`src/rtl/cau_pkg.sv`:
```
// Shared types, constants and the divider step for the complex arithmetic unit.
package cau_pkg;

  localparam int WORD_BITS = 32;
  localparam int FRAC_BITS = 16;
  localparam int PROD_BITS = 2 * WORD_BITS;
  localparam int SUM_BITS  = PROD_BITS + 1;
  localparam int MAG_BITS  = PROD_BITS;
  localparam int HI_SHIFT  = WORD_BITS - FRAC_BITS;
  localparam int DIV_STEPS = WORD_BITS;

  localparam logic [MAG_BITS-1:0] POS_LIMIT = (MAG_BITS'(1) << (WORD_BITS - 1)) - MAG_BITS'(1);
  localparam logic [MAG_BITS-1:0] NEG_LIMIT = MAG_BITS'(1) << (WORD_BITS - 1);

  typedef enum logic [1:0] {
    MODE_ADD = 2'd0,
    MODE_SUB = 2'd1,
    MODE_MUL = 2'd2,
    MODE_DIV = 2'd3
  } cau_mode_t;

  typedef enum logic [1:0] {
    ST_OK       = 2'd0,
    ST_DIV_ZERO = 2'd1,
    ST_SAT      = 2'd2
  } cau_status_t;

  typedef struct packed {
    cau_mode_t                    mode;
    logic signed [WORD_BITS-1:0]  a_real;
    logic signed [WORD_BITS-1:0]  a_imag;
    logic signed [WORD_BITS-1:0]  b_real;
    logic signed [WORD_BITS-1:0]  b_imag;
  } cau_in_t;

  typedef struct packed {
    logic signed [WORD_BITS-1:0]  r_real;
    logic signed [WORD_BITS-1:0]  r_imag;
    cau_status_t                  status;
  } cau_out_t;

  // One result part on its way through the divider
  typedef struct packed {
    logic                  neg;
    logic                  ovf;
    logic [MAG_BITS-1:0]   rem;
    logic [WORD_BITS-1:0]  num;
    logic [WORD_BITS-1:0]  quo;
  } cau_lane_t;

  typedef struct packed {
    logic                  div;
    logic                  zero_div;
    logic [MAG_BITS-1:0]   den;
    cau_lane_t             re;
    cau_lane_t             im;
  } cau_div_t;

  // Restoring division: shift in one numerator bit, subtract if it fits
  function automatic cau_lane_t div_lane(input cau_lane_t l, input logic [MAG_BITS-1:0] den);
    logic [MAG_BITS:0] trial;
    logic [MAG_BITS:0] diff;
    cau_lane_t         r;
    r       = l;
    trial   = {l.rem, l.num[WORD_BITS-1]};
    diff    = trial - {1'b0, den};
    r.num   = {l.num[WORD_BITS-2:0], 1'b0};
    if (!diff[MAG_BITS]) begin
      r.rem = diff[MAG_BITS-1:0];
      r.quo = {l.quo[WORD_BITS-2:0], 1'b1};
    end else begin
      r.rem = trial[MAG_BITS-1:0];
      r.quo = {l.quo[WORD_BITS-2:0], 1'b0};
    end
    return r;
  endfunction

endpackage

```
`src/rtl/cau_div_step.sv`:
```
// One quotient bit of the pipelined divider, both result parts side by side.
module cau_div_step
  import cau_pkg::*;
(
  input  logic     clk,
  input  logic     rst,
  input  logic     adv,
  input  logic     valid_in,
  input  cau_div_t stage_in,
  output logic     valid_out,
  output cau_div_t stage_out
);

  cau_div_t stage_next;

  // Divide only for divide items; other items ride along unchanged
  always_comb begin
    stage_next = stage_in;
    if (stage_in.div) begin
      stage_next.re = div_lane(stage_in.re, stage_in.den);
      stage_next.im = div_lane(stage_in.im, stage_in.den);
    end
  end

  // Advance valid
  always_ff @(posedge clk) begin
    if (rst) begin
      valid_out <= 1'b0;
    end else if (adv) begin
      valid_out <= valid_in;
    end
  end

  // Advance payload
  always_ff @(posedge clk) begin
    if (adv) begin
      stage_out <= stage_next;
    end
  end

endmodule

```
`config.mk`:
```
export PLATFORM = sky130hd
export DESIGN_NAME = cau_div_step
export DESIGN_NICKNAME = d
export VERILOG_FILES = /design/src/rtl/cau_pkg.sv /design/src/rtl/cau_div_step.sv
export SDC_FILE = /design/constraint.sdc
export NUM_CORES = 1
export LEC_CHECK = 0
export BUFFER_PORTS_ARGS = -buffer_cell sky130_fd_sc_hd__buf_2
export CORE_AREA = 4 4 256 258
export CTS_BUF_LIST = sky130_fd_sc_hd__clkbuf_4 sky130_fd_sc_hd__clkbuf_8
export CTS_CLUSTER_DIAMETER = 40
export DETAILED_ROUTE_END_ITERATION = 16
export DIE_AREA = 0 0 260 262
export PLACE_DENSITY = 0.62
export SLEW_MARGIN = 10
export SYNTH_ARGS = -nofsm -noshare
export SYNTH_HDL_FRONTEND = slang
export SYNTH_SLANG_ARGS = --single-unit
```
`constraint.sdc`:
```
create_clock -name clk -period 13.65 [get_ports clk]
set_clock_uncertainty 0.15 [all_clocks]
set_input_delay 4.095 -clock clk [delete_from_list [all_inputs] [get_ports clk]]
set_output_delay 4.095 -clock clk [all_outputs]
set_load 0.05 [all_outputs]
```
# After elaboration in Yosys (flattened, before gate mapping)
# Index checks and enable logic that the tools add are counted.
[word_totals] ff_bits=327 latch_bits=0 ram_bits=0 romBits=0 in_bits=330 output_inout_bits=327 elab_cells=23 mem_count=0
[classes] add_sub_neg=2 n_mul=0 div_mod_pow=0 order_cmp=0 eq_ne=0 shifts=0 muxes=5 bitwise_logic=0 reduce_logical=0
[ops] op="$mux W258" count=1
[ops] op="$sub A65 B64 Y65" count=2
[ops] op="$mux W64" count=2
[ops] op="$mux W1" count=2

# Depth between registers and ports, before layout
[logic_depth] word_depth=3 depth_mapped=15

# Worst setup path after synthesis
# Ideal clock, no wire load.
[synth_timing] path_kind="input-to-reg" startpoint="input port stage_in[63] (netlist bit)" endpoint="register stage_out[119] (netlist bit), data pin" setup_ps=261 arrival_ps=6877 required_ps=13239 setup_slack_ps=6362 path_stages=15 cell_sequence="inv_1 ha_1 fa_1 nor2b_1 o2111ai_1 nand2_1 a21boi_1 o21ai_1 a31oi_2 o221ai_1 a211oi_2 xnor2_2 buf_2 nor2_1 a221o_1"
[synth_rtl] item="start: declaration" line="cau_div_step.sv:9" rtl="input cau_div_t stage_in,"
[synth_rtl] item="end signal: assignment" line="cau_div_step.sv:37" rtl="stage_out <= stage_next;"
[synth_rtl] item="end: declaration" line="cau_div_step.sv:11" rtl="output cau_div_t stage_out"

==> out/qor.yml <==
outcome: "complete, no violations"
cts_tree: "done"
rr_startpoint: "valid_out"
cts.path.max_buffers: 3
ys_types: 79
synth_xor_area_frac: 0.0479
synth_top_family_by_area: "compound AO/OA/AOI/OAI gates"
fmax_mhz: 116
wl_per_cell_um: 22.0
hold_buffers: 0
synth_compound_area_frac: 0.170
synth_cells: 2210
ir_drop_mv: 0.0771
crit_path_end_kind: "register"
cts_max_level: 3
synth-simple-area-share: 0.127
grt_util_all_layers: 0.225
place_congestion: 0.936
muxShareOfSynthArea: 0.0879
area_growth_pct: 24.7
rows: 92
synth_edf_count: 326
fin_cells: 3737
yosys_most_used_dff: "edfxtp_1"
final_nets: 3292
p_leak_nw: 11.8
hold_path_class: "register to register"
grt_pass1_wl_mm: 118
synth_top_cell_area_share: 0.446
core_um2: 63000
syn-mean-instance-area_um2: 9.92
synth-adder-area-share: 0.0749
setup.worst_path.start_class: "input port"
fin_ws_ns: 5.03
drv_slew: 0
grt-ovfl-total: 0
tightestPinTransition_ns: 1.07
io_pins: 657
port_buffers: 656
drive_gt1_frac: 0.323
die_h_um: 262
setup_tns_ns: 0
rsz0062_at_grt: "no"
drc_errors: 0
place_area_um2: 25800
place_inst: 3605
powerDensity_nw_per_um2: 132
synth_area_leaders: "edfxtp_1, ha_1, mux2_2"
clk-insertion-delay-late_ns: 0.65
synth-async-reset-ratio: 0
setup-violations-final: 0
ant_nets: 0
firstDrtPassIters: 6
yosysSeqAreaShare: 0.447
drt_iter0_markers: 1647
cp.arrival_ns: 8.94
yosysWarnings: 0
cts.sinks: 327
cts_buffers: 71
critPathLaunch: "stage_in[63]"
critPathRequiredTime_ns: 13.97
viasPerCell: 5.33
ys_ff_latch: 327
relSlewSlack: 0.289
holdWs_ns: 0.343
grt_antenna_before_repair: 19
netlist_area_um2: 21900
root_buffer: "clkbuf_8"
post-cts-setup-buffer-count: 0
preCtsSetupSlack_ns: 4.50
fin_crit_ns: 8.62
die_w_um: 260
dieArea_um2: 68100
path_class: "input port to register"
path_max_fanout: 47
start_util: 0.348
hold_violations: 0
dpl.hpwl_mm: 65.5
yosys-top-cells-count: "edfxtp_1, a21oi_1, nand2_1, nor2_1, ha_1"
synth.most_common_cell: "edfxtp_1"
final.period_utilization: 0.631
maxCapViolCount: 0
vias: 19900
synth_nets: 2670
min_from: "valid_out"
cts_resized: 0
synth_top_area_cell: "edfxtp_1"
final_cell_area_um2: 27300
wirelength_mm: 82.0
grt_pass1_vias: 19600
grt_max_degree: 106
clk_pin_slew_ns: 0.06
## through the flow
| stage | power, mW | utilization |
|---|---|---|
| final | 3.60 | 0.434 |
| after CTS | 3.63 | 0.434 |
| after global placement | 2.48 | 0.410 |
| after detailed placement | 2.49 | 0.410 |
| after floorplan | 2.14 | - |
| after global routing | 3.77 | 0.434 |
## path summary, 6_finish.rpt
check / to / slack (ns) / cells after the start
worst max-delay path: stage_out[65] / 5.03 / 17
worst min-delay path: valid_out / 0.34 / 2
worst max register to register: valid_out / 12.93 / 2
worst min register to register: valid_out / 0.34 / 2
## worst max-delay path, stage by stage
cell	delay, ns
buf_2	0.09
inv_1	0.06
ha_1	0.22
fa_1	0.42
nor2b_1	0.29
o2111ai_1	0.17
nand2_1	0.14
a21boi_1	0.12
o21ai_1	0.19
buf_4	0.17
a31oi_2	0.27
o221ai_1	0.34
a211oi_2	0.15
xnor2_4	0.77
buf_4	0.73
mux2_1	0.39
a21oi_1	0.18
## state kept, by name, summed over array words and instances, names as in the netlist
register	count
stage_out	326
valid_out	1
## cells in the final DEF (no fill, tap or decap), types with 35 or more instances in the layout
master and n:
a21oi_1 233, a31oi_1 61, nand2_1 225, xor2_1 40, o21ai_0 103, nand3_1 35, nor2_1 201, nand4_1 46
clkbuf_8 71, ha_1 128, inv_1 120, edfxtp_1 326, mux2_2 123, mux2i_1 53, a21o_1 45, xnor2_1 78
buf_2 654
## where the power goes
part           leakage, nW  switching [mW]  total, mW  internal (mW)
registers             3.20          0.0312       1.27           1.23
logic                 7.84           0.861       1.21          0.351
clock network        0.751           0.484       1.12          0.635
total                 11.8            1.38       3.60           2.22
## layout make-up
class	instances	area [µm²]
timing repair buffer	669	3400
fill	6199	35600
antenna	9	22.5
multi-input combinational	1643	11100
tap	846	1060
clock inverter	37	380
sequential	327	9810
clock buffer	86	1090
inverter	120	450
## logic make-up after synthesis
family / count (synthesis)
adders and majority gates: 130
DFF: 327
AOI/OAI and AO/OA: 601
buffers and inverters: 240
and+or+nand+nor: 616
xor gates and xnor gates: 119
muxes: 177
## routing by layer
layer,global-route usage,part of all wire
met1,0.280,0.41
met2,0.383,0.48
met3,0.0514,0.075
met4,0.0860,0.034
met5,0,0.00067
Note: power is estimated with default switching activity, not from simulation.
